==> src/hdl/oaht_pkg.sv <==
// ----------------------------------------------------------------------------
// oaht_pkg
// Shared constants, types and the home-slot hash for the open-addressed
// hash table.
// ----------------------------------------------------------------------------
package oaht_pkg;

    // Table geometry: the slot count is always a power of two
    localparam int SLOT_BITS   = 14;
    localparam int TABLE_SLOTS = 1 << SLOT_BITS;
    localparam int PROBE_BITS  = SLOT_BITS + 1;
    localparam int KEY_BITS    = 32;
    localparam int VALUE_BITS  = 16;

    // Stream widths
    localparam int IN_DATA_BITS  = KEY_BITS + VALUE_BITS;
    localparam int OUT_DATA_BITS = VALUE_BITS;

    // Request queue between the front and back parts
    localparam int QUEUE_DEPTH    = 2;
    localparam int QUEUE_PTR_BITS = $clog2(QUEUE_DEPTH);
    localparam int QUEUE_CNT_BITS = $clog2(QUEUE_DEPTH + 1);

    localparam logic [KEY_BITS-1:0] HASH_SEED = 32'd5381;

    // Request modes
    localparam logic MODE_INSERT = 1'b0;
    localparam logic MODE_LOOKUP = 1'b1;

    // Result status codes
    localparam logic [1:0] ST_INSERTED = 2'd0;
    localparam logic [1:0] ST_FOUND    = 2'd1;
    localparam logic [1:0] ST_MISSING  = 2'd2;
    localparam logic [1:0] ST_FULL     = 2'd3;

    // Classified request, as it travels from front to back
    typedef struct packed {
        logic                  mode;
        logic                  key_zero;
        logic [KEY_BITS-1:0]   key;
        logic [VALUE_BITS-1:0] value;
        logic [SLOT_BITS-1:0]  home;
    } t_req;

    // djb2 over the four key bytes, low byte first. Only the slot bits are
    // kept: multiply by 33 and xor never carry from high bits into low bits.
    function automatic logic [SLOT_BITS-1:0] home_slot(input logic [KEY_BITS-1:0] key);
        logic [SLOT_BITS-1:0] h;
        h = SLOT_BITS'(HASH_SEED);
        for (int b = 0; b < 4; b++) begin
            h = (h << 5) + h;
            h = h ^ SLOT_BITS'(key[b*8 +: 8]);
        end
        return h;
    endfunction

endpackage

==> src/hdl/oaht_queue.sv <==
// ----------------------------------------------------------------------------
// oaht_queue
// Short request queue that decouples the front part from the probe engine.
// ----------------------------------------------------------------------------
module oaht_queue
    import oaht_pkg::*;
(
    input  logic i_clk,
    input  logic i_rst_n,
    input  logic i_push_valid,
    output logic o_push_ready,
    input  t_req i_push_req,
    output logic o_pop_valid,
    input  logic i_pop_ready,
    output t_req o_pop_req
);

    t_req                      r_entry [QUEUE_DEPTH];
    logic [QUEUE_PTR_BITS-1:0] r_wr_ptr;
    logic [QUEUE_PTR_BITS-1:0] r_rd_ptr;
    logic [QUEUE_CNT_BITS-1:0] r_count;
    logic                      push;
    logic                      pop;

    assign o_push_ready = (r_count != QUEUE_CNT_BITS'(QUEUE_DEPTH));
    assign o_pop_valid  = (r_count != '0);
    assign o_pop_req    = r_entry[r_rd_ptr];
    assign push         = i_push_valid && o_push_ready;
    assign pop          = o_pop_valid && i_pop_ready;

    // Pointers and fill count
    always_ff @(posedge i_clk) begin
        if (!i_rst_n) begin
            r_wr_ptr <= '0;
            r_rd_ptr <= '0;
            r_count  <= '0;
        end else begin
            if (push) begin
                r_wr_ptr <= (r_wr_ptr == QUEUE_PTR_BITS'(QUEUE_DEPTH - 1)) ? '0 : r_wr_ptr + 1'b1;
            end
            if (pop) begin
                r_rd_ptr <= (r_rd_ptr == QUEUE_PTR_BITS'(QUEUE_DEPTH - 1)) ? '0 : r_rd_ptr + 1'b1;
            end
            if (push && !pop) begin
                r_count <= r_count + 1'b1;
            end else if (pop && !push) begin
                r_count <= r_count - 1'b1;
            end
        end
    end

    // Entry storage
    always_ff @(posedge i_clk) begin
        if (push) begin
            r_entry[r_wr_ptr] <= i_push_req;
        end
    end

endmodule

==> config.mk <==
export PLATFORM = sky130hd
export DESIGN_NAME = oaht_queue
export DESIGN_NICKNAME = d
export VERILOG_FILES = /design/src/hdl/oaht_pkg.sv /design/src/hdl/oaht_queue.sv
export SDC_FILE = /design/constraint.sdc
export NUM_CORES = 1
export LEC_CHECK = 0
export ABC_CLOCK_PERIOD_IN_PS = 2900
export BUFFER_PORTS_ARGS = -buffer_cell sky130_fd_sc_hd__buf_2
export CAP_MARGIN = 20
export CORE_UTILIZATION = 52
export DETAILED_ROUTE_END_ITERATION = 8
export GPL_TIMING_DRIVEN = 0
export HOLD_SLACK_MARGIN = 0.1
export MAX_ROUTING_LAYER = met4
export PLACE_DENSITY = 0.88
export SYNTH_ARGS = -nofsm -noshare
export SYNTH_HDL_FRONTEND = slang
export SYNTH_SLANG_ARGS = --single-unit
==> constraint.sdc <==
create_clock -name i_clk -period 2.9 [get_ports i_clk]
set_input_delay 0.58 -clock i_clk [delete_from_list [all_inputs] [get_ports i_clk]]
set_output_delay 0.58 -clock i_clk [all_outputs]
set_load 0.01 [all_outputs]
==> results.json <==
{
  "hold_depth": 1,
  "diodes": 0,
  "ctsRootBufferMaster": "clkbuf_8",
  "cts-resized-gates": 0,
  "viasPerCell": 5.11,
  "cap_viol_max_count": 0,
  "path_max_fanout": 10,
  "wirelength_um": 8460,
  "cts_setup_buffers": 0,
  "grt_max_degree": 65,
  "path_clk_slew_ns": 0.06,
  "cp.required_ns": 2.32,
  "critical_path.top_delay_family": "buffers and inverters",
  "fin_util_pct": 71.0,
  "cts_tree": "built",
  "start_kind": "flop",
  "hold_viol": 0,
  "rows": 34,
  "grt_usage_pct": 19.1,
  "syn2layout_area_growth_pct": 30.0,
  "synth.avg_cell_area_sq_um": 21.8,
  "core_area_sq_um": 8890,
  "reg2reg_slack_ns": 1.03,
  "syn-cell-area_sq_um": 4860,
  "status": "finished clean",
  "die_y_um": 98.6,
  "ir_worst_vdd_mv": 0.608,
  "hold_class": "in2reg",
  "worstPathCellList": "buf_2, buf_4, mux2_2, buf_2",
  "setup_viol": 0,
  "nFillCells": 615,
  "nets": 445,
  "post-route-drc-count": 0,
  "firstDrtPassIters": 4,
  "route.vias.total": 2540,
  "io_buffers": 133,
  "layout-drive-gt1-share_pct": 61.2,
  "antenna_found_initial": 0,
  "ant_nets": 0,
  "fin_ws_ns": 0.506,
  "slew_violations": 0,
  "max_stage_delay_ns": 0.37,
  "cts_max_path_buffers": 2,
  "clk_latency_ns": 0.50,
  "grt_pass1_wl_um": 12900,
  "critical_path_buf_inv_count": 3,
  "gp_congestion": 0.669,
  "h-tree-depth": 4,
  "r2r-end": "r_entry[0][9]",
  "hold_end": "r_entry[0][56]",
  "start_util_pct": 54.6,
  "die_w_um": 98.6,
  "hold_buffers": 0,
  "worst_setup_path_end_kind": "output port",
  "p_per_area_nw_per_um2": 951,
  "yosysSeqAreaShare_pct": 81.2,
  "crit_arrival_ns": 1.81,
  "fin_crit_sh_pct": 82.6,
  "reg2regPathDepth": 4,
  "drt_iter0_markers": 77,
  "grt_pass1_vias": 2732,
  "grt_overflow": 0,
  "ios": 134,
  "relSlewSlack_pct": 41.1,
  "holdWs_ns": 0.262,
  "skew_ns": 0.00770,
  "hp-start": "i_push_req[56]",
  "synth_seq_cells": 133,
  "cpMostUsedCell": "buf_2",
  "place_hpwl_um": 5340,
  "leakage_nw": 2.40,
  "critPathKind": "reg2out",
  "fmax_mhz": 418,
  "worst_slew_pin_slew_ns": 0.884,
  "reg2reg_from": "r_count[0]",
  "synthCells": 223,
  "rsz0062_at_grt": "no",
  "cts_buffers": 17,
  "synth_warnings": 0,
  "cts_sinks": 133,
  "dp_slack_ns": 0.907,
  "die-area_sq_um": 9730,
  "synthesis.nets": 292,
  "routedWlPerCell_um": 17.0,
  "min_period_ns": 2.39,
  "cp_slowest_cell": "mux2_2",
  "ys_types": 20
}
cell usage in the layout, fill, tap and decap left out, types with 2 or more instances in the layout:
master	n
bufinv_16	5
clkbuf_16	16
dfxtp_1	5
and2_1	4
clkbuf_1	4
edfxtp_1	128
mux2_2	64
buf_4	6
clkinv_4	5
buf_2	134
xnor2_1	2
worst max path at each step:
stage	from	endpoint	slack (ns)	depth (start not counted)
after floorplan	i_push_valid	r_entry[1][0]	0.34	1
after global placement	i_push_valid	r_entry[1][5]	-0.48	2
after detailed placement	i_push_valid	r_entry[0][8]	0.91	4
after CTS	flop	o_pop_req[0]	0.45	4
after global routing	flop	o_pop_req[58]	0.39	4
final	flop	o_pop_req[0]	0.51	4
per-layer routing:
layer	track usage, %	vias up	wire length [um]
li1	-	1192	-
met1	20.1	1239	3390
met2	32.9	99	4530
met3	6.81	10	456
met4	7.58	0	83
met5	-	-	0
synth_stat cells (all sizes together):
cell type	count	area share, %
o21ai	2	0.21
ha	1	0.26
a21bo	1	0.21
edfxtp	128	79
inv	1	0.077
and3	1	0.13
and2	4	0.52
nand2b	1	0.28
buf	7	1.0
mux2	64	15
nand3b	1	0.15
dfxtp	5	2.1
or3	1	0.13
xor2	1	0.18
or2	1	0.13
a21boi	2	0.31
xnor2	2	0.36
where the power goes:
part	switching, mW	internal, mW
clock	0.751	1.49
combinational	0.662	0.629
sequential	0.0701	2.40
total	1.48	4.52
registers in the layout, indices dropped and copies added (netlist names), named ones only:
| name | count |
|---|---|
| r_wr_ptr | 1 |
| r_entry | 128 |
| r_count | 2 |
| r_rd_ptr | 1 |
cells by family after synthesis:
family,after synthesis,synth area share [%]
fa+ha+maj,1,0.258
mux,64,14.8
flops,133,81.2
xor+xnor,3,0.541
compound gates,5,0.721
buf+inv,8,1.11
simple gates,9,1.34
final cells by class:
cell class	instances	area [sq um]	area share, %
plain buffers	7	50.0	0.793
clock buffers	21	429	6.80
clock inverters	11	201	3.19
inverters	1	3.75	0.0595
multi-input cells	82	865	13.7
flip-flops and latches	133	3940	62.5
well taps	108	135	2.14
repair buffers	134	686	10.9
through the flow:
| step | area (sq um) | instances | power, mW | TNS [ns] |
|---|---|---|---|---|
| final | 6310 | 497 | 6.01 | 0 |
| after global routing | 6310 | 497 | 6.25 | 0 |
| after CTS | 6310 | 497 | 6.08 | 0 |
| after detailed placement | 5680 | 465 | 3.81 | 0 |
| after global placement | 5660 | 464 | 3.77 | -40.43 |
| after floorplan | 4860 | 223 | 3.33 | 0 |
Power figures use the tool's default switching activity.
