===== config.mk =====
export PLATFORM = sky130hd
export DESIGN_NAME = oaht_front
export DESIGN_NICKNAME = d
export VERILOG_FILES = /design/src/hdl/oaht_pkg.sv /design/src/hdl/oaht_front.sv
export SDC_FILE = /design/constraint.sdc
export NUM_CORES = 1
export LEC_CHECK = 0
export BUFFER_PORTS_ARGS = -buffer_cell sky130_fd_sc_hd__buf_2
export CORE_MARGIN = 2
export CORE_UTILIZATION = 44
export CTS_BUF_LIST = sky130_fd_sc_hd__clkbuf_8
export DETAILED_ROUTE_END_ITERATION = 6
export PLACE_DENSITY = 0.89
export REMOVE_ABC_BUFFERS = 1
export SLEW_MARGIN = 10
export SYNTH_ARGS = -nofsm -noshare
export SYNTH_HDL_FRONTEND = slang
export SYNTH_SLANG_ARGS = --single-unit

===== constraint.sdc =====
create_clock -name i_clk -period 9 [get_ports i_clk]
set_input_delay 1.35 -clock i_clk [delete_from_list [all_inputs] [get_ports i_clk]]
set_output_delay 1.35 -clock i_clk [all_outputs]
set_load 0.01 [all_outputs]

===== src/hdl/oaht_pkg.sv =====
// ----------------------------------------------------------------------------
// oaht_pkg
// Shared constants, types and the home-slot hash for the open-addressed
// hash table.
// ----------------------------------------------------------------------------
package oaht_pkg;

    // Table geometry: the slot count is always a power of two
    localparam int SLOT_BITS   = 14;
    localparam int TABLE_SLOTS = 1 << SLOT_BITS;
    localparam int PROBE_BITS  = SLOT_BITS + 1;
    localparam int KEY_BITS    = 32;
    localparam int VALUE_BITS  = 16;

    // Stream widths
    localparam int IN_DATA_BITS  = KEY_BITS + VALUE_BITS;
    localparam int OUT_DATA_BITS = VALUE_BITS;

    // Request queue between the front and back parts
    localparam int QUEUE_DEPTH    = 2;
    localparam int QUEUE_PTR_BITS = $clog2(QUEUE_DEPTH);
    localparam int QUEUE_CNT_BITS = $clog2(QUEUE_DEPTH + 1);

    localparam logic [KEY_BITS-1:0] HASH_SEED = 32'd5381;

    // Request modes
    localparam logic MODE_INSERT = 1'b0;
    localparam logic MODE_LOOKUP = 1'b1;

    // Result status codes
    localparam logic [1:0] ST_INSERTED = 2'd0;
    localparam logic [1:0] ST_FOUND    = 2'd1;
    localparam logic [1:0] ST_MISSING  = 2'd2;
    localparam logic [1:0] ST_FULL     = 2'd3;

    // Classified request, as it travels from front to back
    typedef struct packed {
        logic                  mode;
        logic                  key_zero;
        logic [KEY_BITS-1:0]   key;
        logic [VALUE_BITS-1:0] value;
        logic [SLOT_BITS-1:0]  home;
    } t_req;

    // djb2 over the four key bytes, low byte first. Only the slot bits are
    // kept: multiply by 33 and xor never carry from high bits into low bits.
    function automatic logic [SLOT_BITS-1:0] home_slot(input logic [KEY_BITS-1:0] key);
        logic [SLOT_BITS-1:0] h;
        h = SLOT_BITS'(HASH_SEED);
        for (int b = 0; b < 4; b++) begin
            h = (h << 5) + h;
            h = h ^ SLOT_BITS'(key[b*8 +: 8]);
        end
        return h;
    endfunction

endpackage


===== src/hdl/oaht_front.sv =====
// ----------------------------------------------------------------------------
// oaht_front
// Takes requests from the input stream, computes the home slot and flags
// the zero key, then pushes the classified request into the queue.
// ----------------------------------------------------------------------------
module oaht_front
    import oaht_pkg::*;
(
    input  logic                    i_clk,
    input  logic                    i_rst_n,
    input  logic                    i_enable,     // table clear finished
    input  logic                    i_s_tvalid,
    output logic                    o_s_tready,
    input  logic [IN_DATA_BITS-1:0] i_s_tdata,    // key, value
    input  logic                    i_s_tuser,    // mode
    output logic                    o_q_valid,
    input  logic                    i_q_ready,
    output t_req                    o_q_req
);

    logic r_seen_reset;

    // Remembers that reset has been released at least once
    always_ff @(posedge i_clk) begin
        if (!i_rst_n) begin
            r_seen_reset <= 1'b0;
        end else begin
            r_seen_reset <= 1'b1;
        end
    end

    // Handshake passes straight through to the queue
    assign o_s_tready = i_q_ready && i_enable && r_seen_reset;
    assign o_q_valid  = i_s_tvalid && i_enable && r_seen_reset;

    // Classify the request
    always_comb begin
        o_q_req.mode     = i_s_tuser;
        o_q_req.key      = i_s_tdata[KEY_BITS-1:0];
        o_q_req.value    = i_s_tdata[KEY_BITS +: VALUE_BITS];
        o_q_req.key_zero = (i_s_tdata[KEY_BITS-1:0] == '0);
        o_q_req.home     = home_slot(i_s_tdata[KEY_BITS-1:0]);
    end

endmodule


==> impl_metrics.ini, run 1 <==
[logic_synthesis]
postSynth.asyncResetShare_pct = 0
synth_cell_type_count = 28
syn_avg_cell_area_um2 = 7.931
yosysWarningCount = 0
synthFlopType = dfxtp_1
synth-seq-area-share_pct = 1.357
synthCells = 186
synth_enable_flop_cells = 0
synth_area_um2 = 1475
ys_ff_latch = 1

[run]
max_cap_violations = 0

[placement]
hpwl_um = 3347
place_ws_ns = 2.705
portBuffers = 85
place_area_um2 = 1590
gp_congestion = 0.8954

[setup_path]
crit_type = in2out
worst-path-max-fanout = 6
cp.required_ns = 7.65
crit_path_end_kind = primary output
worst_setup_path_start_kind = primary input
critPathArrivalTime_ns = 4.90

[grt]
antenna_found_initial = 0
grt_overflow = 0
grt_pass1_wl_um = 5237
grt_max_degree = 7
track_usage_pct = 18.59
grt_pass1_vias = 1195

[pwr]
switching_share_pct = 53.02
worst_ir_drop_vdd_v = 0.0001051
p_leak_nw = 0.8460
powerDensity_nw_per_um2 = 253.1
switching_power_uw = 213.4
p_comb_share_pct = 98.8
p_int_uw = 189.1
p_clk_share_pct = 0
total_power_uw = 402.5
p_seq_share_pct = 1.2

[finish]
fin_util_pct = 48.42
regMostFlops = r_seen_reset
layout_common_cells = buf_2 (85), xnor2_1 (23), xor2_1 (21)
antenna_cells = 0
area_growth_pct = 7.804
largest_reg_flops = 1
fin_nets = 300
final_common_cell = buf_2
design_area_um2 = 1590
drive_above_1_share_pct = 40.09
reg_top3 = r_seen_reset (1)

[floorplan]
fp.dieW_um = 61.90
die_h_um = 61.90
row_count = 21
dieArea_um2 = 3832
core_area_um2 = 3284
initial_core_util_pct = 44.91
io_pins = 120

[route]
routedWlPerCell_um = 13.68
vias = 1314
vias_per_cell = 4.903
detail-route-antenna-nets = 0
wirelength_um = 3667
drcViolationCount = 0
drt_iter0_drc = 36
first_pass_iters = 4

[timing]
tightestPinTransition_ns = 0.3986
hold_viol = 0
fmax_mhz = 159.9
slew_violations = 0
max-slew-margin-rel_pct = 73.23
rsz0062_at_grt = no
setup_violations = 0
timing.setup.tns_ns = 0
period_needed_ns = 6.255
fin_crit_sh_pct = 69.50
worst_slack_ns = 2.745

[run_status]
status = finished, final reports clean

[hold_path]
hold_class = in2reg

[clock_network]
cts_setup_buffers = 0
cts_resized = 0
cts.clk_slew.worst_paths_ns = 0
ctsHoldBuffers = 0
==> layer usage <==
layer | global-route usage [%] | vias to the layer above | wire (um)
li1 | - | 646 | -
met1 | 20.90 | 574 | 1504
met2 | 33.68 | 94 | 1646
met3 | 7.867 | 0 | 516
met4 | 0.3040 | 0 | 0
met5 | 8.571 | - | 0
==> cells in the mapped netlist (2+ instances only) <==
library cell | count | area, um^2
nor2_1 | 3 | 11.26
a21o_1 | 4 | 30.03
a21oi_2 | 2 | 17.52
fa_1 | 3 | 60.06
buf_4 | 49 | 367.9
xor2_1 | 21 | 183.9
xnor2_1 | 23 | 201.4
ha_1 | 19 | 237.7
inv_1 | 14 | 52.55
nor4_1 | 8 | 50.05
and3_1 | 2 | 12.51
nand4_1 | 2 | 12.51
nor2b_1 | 3 | 18.77
o21ai_0 | 9 | 45.04
nand2b_1 | 3 | 18.77
nor3_1 | 3 | 15.01
a21oi_1 | 6 | 30.03
nand2_1 | 2 | 7.510
==> path summary, 6_finish.rpt <==
path	end	from	depth (start not counted)
worst max-delay path	o_q_req[13]	i_s_tdata[5]	17
worst min-delay path	r_seen_reset$_DFF_P_	i_rst_n	1
==> area by class of cell <==
class / count / area, um^2
Inverter: 14 / 52.55
Sequential cell: 1 / 20.02
Multi-Input combinational cell: 122 / 1035
Fill cell: 338 / 1694
Tap cell: 46 / 57.56
Timing Repair Buffer: 85 / 425.4
==> power groups by stage <==
stage | Clock (mW) | Combinational (mW) | Sequential, mW
6_report | 0 | 0.398 | 0.00486
5_1_grt | 0 | 0.447 | 0.00490
4_1_cts | 0 | 0.399 | 0.00486
3_5_place_dp | 0 | 0.397 | 0.00486
3_3_place_gp | 0 | 0.387 | 0.00485
2_1_floorplan | 0 | 0.266 | 0.00482
==> per-stage QoR <==
step,hold slack [ns],instances
4_1_cts,1.454,268
3_3_place_gp,1.457,268
2_1_floorplan,1.378,137
5_1_grt,1.454,268
3_5_place_dp,1.454,268
6_report,1.454,268
==> worst max-delay path: stages <==
cell and delay (ns):
buf_2 0.14, inv_1 0.05, ha_1 0.19, inv_1 0.07
fa_1 0.42, xnor2_1 0.35, fa_1 0.49, xor2_1 0.26
inv_1 0.10, fa_1 0.47, nor2b_1 0.18, nor3_1 0.08
o21ai_0 0.16, a31oi_1 0.12, xnor2_1 0.18, xnor2_1 0.14
buf_2 0.15
==> kinds of logic (layout without fill, tap and decap cells) <==
group,count (synthesis),in the layout,synth area share (%)
AOI/OAI and AO/OA,29,29,12.81
xor gates and xnor gates,45,45,27.23
adders and majority gates,22,22,20.19
buffers and inverters,63,99,28.50
DFF,1,1,1.357
and+or+nand+nor,26,26,9.924
No activity file was read; power rests on OpenSTA's default activity.
==> inputs of run 2 (changes only) <==
--- a/config.mk
+++ b/config.mk
@@ -7,10 +7,10 @@
 export LEC_CHECK = 0
 export BUFFER_PORTS_ARGS = -buffer_cell sky130_fd_sc_hd__buf_2
 export CORE_MARGIN = 2
-export CORE_UTILIZATION = 44
+export CORE_UTILIZATION = 41
 export CTS_BUF_LIST = sky130_fd_sc_hd__clkbuf_8
 export DETAILED_ROUTE_END_ITERATION = 6
-export PLACE_DENSITY = 0.89
+export PLACE_DENSITY = 0.84
 export REMOVE_ABC_BUFFERS = 1
 export SLEW_MARGIN = 10
 export SYNTH_ARGS = -nofsm -noshare
==> constraint.sdc (replaced) <==
create_clock -name i_clk -period 6.5 [get_ports i_clk]
set_input_delay 0.975 -clock i_clk [delete_from_list [all_inputs] [get_ports i_clk]]
set_output_delay 0.975 -clock i_clk [all_outputs]
set_load 0.01 [all_outputs]
==> impl_metrics.ini, run 2 (synthesized netlist as in run 1, its figures left out) <==
[placement]
gp_congestion = 0.9039
hpwl_um = 3264
place_area_um2 = 1590
place_inst = 268
portBuffers = 85

[clock_network]
cts_setup_buffers = 0
cts.clk_slew.worst_paths_ns = 0
cts_resized = 0
ctsHoldBuffers = 0

[finish]
finalNonFillerCells = 268
fin_util_pct = 46.92
layout_common_cells = buf_2 (85), xnor2_1 (23), xor2_1 (21)
area_growth_pct = 7.804
drive_above_1_share_pct = 40.09
regMostFlops = r_seen_reset
nFillCells = 356
design_area_um2 = 1590
reg_top3 = r_seen_reset (1)
antenna_cells = 0
final_common_cell = buf_2
fin_nets = 300
largest_reg_flops = 1

[floorplan]
initial_core_util_pct = 43.52
io_pins = 120
core_area_um2 = 3390
fp.dieW_um = 63.99
die_h_um = 63.99
dieArea_um2 = 4094
row_count = 21

[grt]
grt_pass1_wl_um = 5506
grt_max_degree = 7
grt_overflow = 0
grt_pass1_vias = 1228
track_usage_pct = 16.78
antenna_found_initial = 0

[run_status]
status = finished, final reports clean

[setup_path]
crit_type = in2out
crit_path_end_kind = primary output
critPathArrivalTime_ns = 4.61
worst_setup_path_start_kind = primary input
cp.required_ns = 5.52
worst-path-max-fanout = 6

[timing]
period_needed_ns = 5.587
slew_violations = 0
fin_hold_ws_ns = 1.081
hold_viol = 0
fin_crit_sh_pct = 85.96
setup_violations = 0
tightestPinTransition_ns = 0.4124
max-slew-margin-rel_pct = 72.31
timing.setup.tns_ns = 0
rsz0062_at_grt = no
fmax_mhz = 179.0

[route]
detail-route-antenna-nets = 0
routedWlPerCell_um = 13.29
drt_iter0_drc = 30
wirelength_um = 3562
first_pass_iters = 4
vias = 1321
drcViolationCount = 0
vias_per_cell = 4.929

[pwr]
p_leak_nw = 0.8460
worst_ir_drop_vdd_v = 0.0001127
powerDensity_nw_per_um2 = 345.0

[hold_path]
hold_class = in2reg

[run]
max_cap_violations = 0
run 2: per-stage QoR:
| stage | power [mW] | setup slack [ns] |
|---|---|---|
| detailed placement | 0.5521 | 0.9534 |
| CTS | 0.5545 | 0.9348 |
| finish | 0.5487 | 0.9128 |
| global route | 0.6134 | 0.6043 |
| global placement | 0.5462 | 1.091 |
| floorplan | 0.3748 | 1.469 |
run 2: critical path, stage by stage:
cell	delay, ns
buf_2	0.14
inv_1	0.06
ha_1	0.19
inv_1	0.07
fa_1	0.42
xnor2_1	0.39
fa_1	0.50
xor2_1	0.27
inv_1	0.10
fa_1	0.47
nor2b_1	0.18
nor3_1	0.09
o21ai_0	0.18
a31oi_1	0.13
xnor2_1	0.17
xnor2_1	0.14
buf_2	0.15
run 2: metal layers:
layer	wire [um]	GRT usage, %	vias to the layer above
met5	47	9.722	-
met3	519	8.099	2
met2	1559	29.04	96
met1	1436	19.12	573
met4	0	0	2
li1	-	-	648
run 2: path summary, 6_finish.rpt:
kind	start	endpoint	cells past startpoint
worst max-delay path	i_s_tdata[5]	o_q_req[13]	17
worst min-delay path	i_rst_n	r_seen_reset$_DFF_P_	1
run 2: area by class of cell:
type / count / area [um^2] / share of cell area [%]
inverter: 14 / 52.55 / 3.304
multi-input combinational: 122 / 1035 / 65.07
sequential: 1 / 20.02 / 1.259
tap: 46 / 57.56 / 3.619
timing repair buffer: 85 / 425.4 / 26.75
run 2: power breakdown:
part | total (mW) | switching (mW) | internal (mW)
clock network | 0 | 0 | 0
logic | 0.542 | 0.287 | 0.254
registers | 0.00674 | 0.000136 | 0.00660
total | 0.549 | 0.288 | 0.261
==> inputs of run 3 (changes only) <==
--- a/config.mk
+++ b/config.mk
@@ -6,7 +6,6 @@
 export NUM_CORES = 1
 export LEC_CHECK = 0
 export BUFFER_PORTS_ARGS = -buffer_cell sky130_fd_sc_hd__buf_2
-export CORE_MARGIN = 2
 export CORE_UTILIZATION = 41
 export CTS_BUF_LIST = sky130_fd_sc_hd__clkbuf_8
 export DETAILED_ROUTE_END_ITERATION = 6
==> constraint.sdc (replaced) <==
create_clock -name i_clk -period 6.5 [get_ports i_clk]
set_input_delay 0.65 -clock i_clk [delete_from_list [all_inputs] [get_ports i_clk]]
set_output_delay 0.65 -clock i_clk [all_outputs]
set_load 0.01 [all_outputs]
==> impl_metrics.ini, run 3 (synthesized netlist as in run 1, its figures left out) <==
[setup_path]
critPathTopFamily = adder cells
crit_path_end_kind = primary output
critical_path.slowest_cell = fa_1
worst_setup_path_start_kind = primary input
crit_cells = 17
cp.buffers_inverters = 5
worst-path-max-fanout = 6
crit_chain = buf_2 -> inv_1 -> ha_1 -> inv_1 -> fa_1 -> xnor2_1 -> fa_1 -> xor2_1 -> inv_1 -> fa_1 -> nor2b_1 -> nor3_1 -> o21ai_0 -> a31oi_1 -> xnor2_1 -> xnor2_1 -> buf_2
timing.critical_path.to = o_q_req[13]
cp.required_ns = 5.85
crit_type = in2out
crit_start = i_s_tdata[5]
critical-path-max-stage-delay_ns = 0.49
critPathArrivalTime_ns = 4.21

[grt]
grt_max_degree = 7
antenna_found_initial = 0
grt_pass1_vias = 1149
grt_overflow = 0
track_usage_pct = 17.00
grt_pass1_wl_um = 4843

[timing]
hold_viol = 0
tightestPinTransition_ns = 0.4166
fin_crit_sh_pct = 74.70
timing.setup.tns_ns = 0
rsz0062_at_grt = no
fmax_mhz = 206.0
max-slew-margin-rel_pct = 72.02
setup_violations = 0
slew_violations = 0
period_needed_ns = 4.855

[finish]
final_common_cell = buf_2
drive_above_1_share_pct = 40.09
regMostFlops = r_seen_reset
fin_nets = 300
reg_top3 = r_seen_reset (1)
area_growth_pct = 7.804
nFillCells = 341
largest_reg_flops = 1
layout_common_cells = buf_2 (85), xnor2_1 (23), xor2_1 (21)
antenna_cells = 0

[floorplan]
row_count = 21
fp.dieW_um = 61.99
die_h_um = 61.99
initial_core_util_pct = 43.52
dieArea_um2 = 3842
io_pins = 120
core_area_um2 = 3390

[route]
vias = 1305
first_pass_iters = 4
routedWlPerCell_um = 12.55
drt_iter0_drc = 48
detail-route-antenna-nets = 0
vias_per_cell = 4.869
wirelength_um = 3364
drcViolationCount = 0

[placement]
hpwl_um = 3041
portBuffers = 85
gp_congestion = 0.8322

[run]
max_cap_violations = 0

[pwr]
powerDensity_nw_per_um2 = 346.7
p_leak_nw = 0.8460
total_power_uw = 551.3
worst_ir_drop_vdd_v = 0.0001239

[clock_network]
ctsHoldBuffers = 0
cts_setup_buffers = 0
cts.clk_slew.worst_paths_ns = 0
cts_resized = 0

[run_status]
status = finished, final reports clean

[hold_path]
hold_class = in2reg
[run 3: area by class of cell]
type	instances	area, um^2	share of cell area, %
well taps	46	57.56	3.619
flip-flops and latches	1	20.02	1.259
inverters	14	52.55	3.304
multi-input cells	122	1035	65.07
repair buffers	85	425.4	26.75
[run 3: metrics by stage]
stage               utilization (%)  instance area, um^2  setup slack, ns  hold WS, ns  std cells
floorplan                         -                 1107            2.119       0.6777        137
global placement              46.92                 1590            1.767       0.7536        268
detailed placement            46.92                 1590            1.667       0.7562        268
CTS                           46.92                 1590            1.642       0.7562        268
global route                  46.92                 1590            1.304       0.7574        268
finish                        46.92                 1590            1.645       0.7562        268
[run 3: worst min path at each step]
stage | depth (start not counted) | startpoint | slack (ns) | end
after floorplan | 0 | i_rst_n | 0.68 | r_seen_reset$_DFF_P_
after global placement | 1 | i_rst_n | 0.75 | r_seen_reset$_DFF_P_
after detailed placement | 1 | i_rst_n | 0.76 | r_seen_reset$_DFF_P_
after CTS | 1 | i_rst_n | 0.76 | r_seen_reset$_DFF_P_
after global routing | 1 | i_rst_n | 0.76 | r_seen_reset$_DFF_P_
final | 1 | i_rst_n | 0.76 | r_seen_reset$_DFF_P_
[run 3: power by group]
group	leakage, nW	total [mW]	switching [mW]	internal [mW]
Combinational	0.838	0.545	0.290	0.254
Clock	0	0	0	0
Sequential	0.00844	0.00673	0.000127	0.00660
Total	0.846	0.551	0.291	0.261
[run 3: layer usage]
layer  wire length, um  GRT usage (%)  up-vias
met2              1512          30.70       90
met5                46          10.00        -
met3               425          7.246        2
met4                 0              0        2
met1              1379          18.91      564
li1                  -              -      647
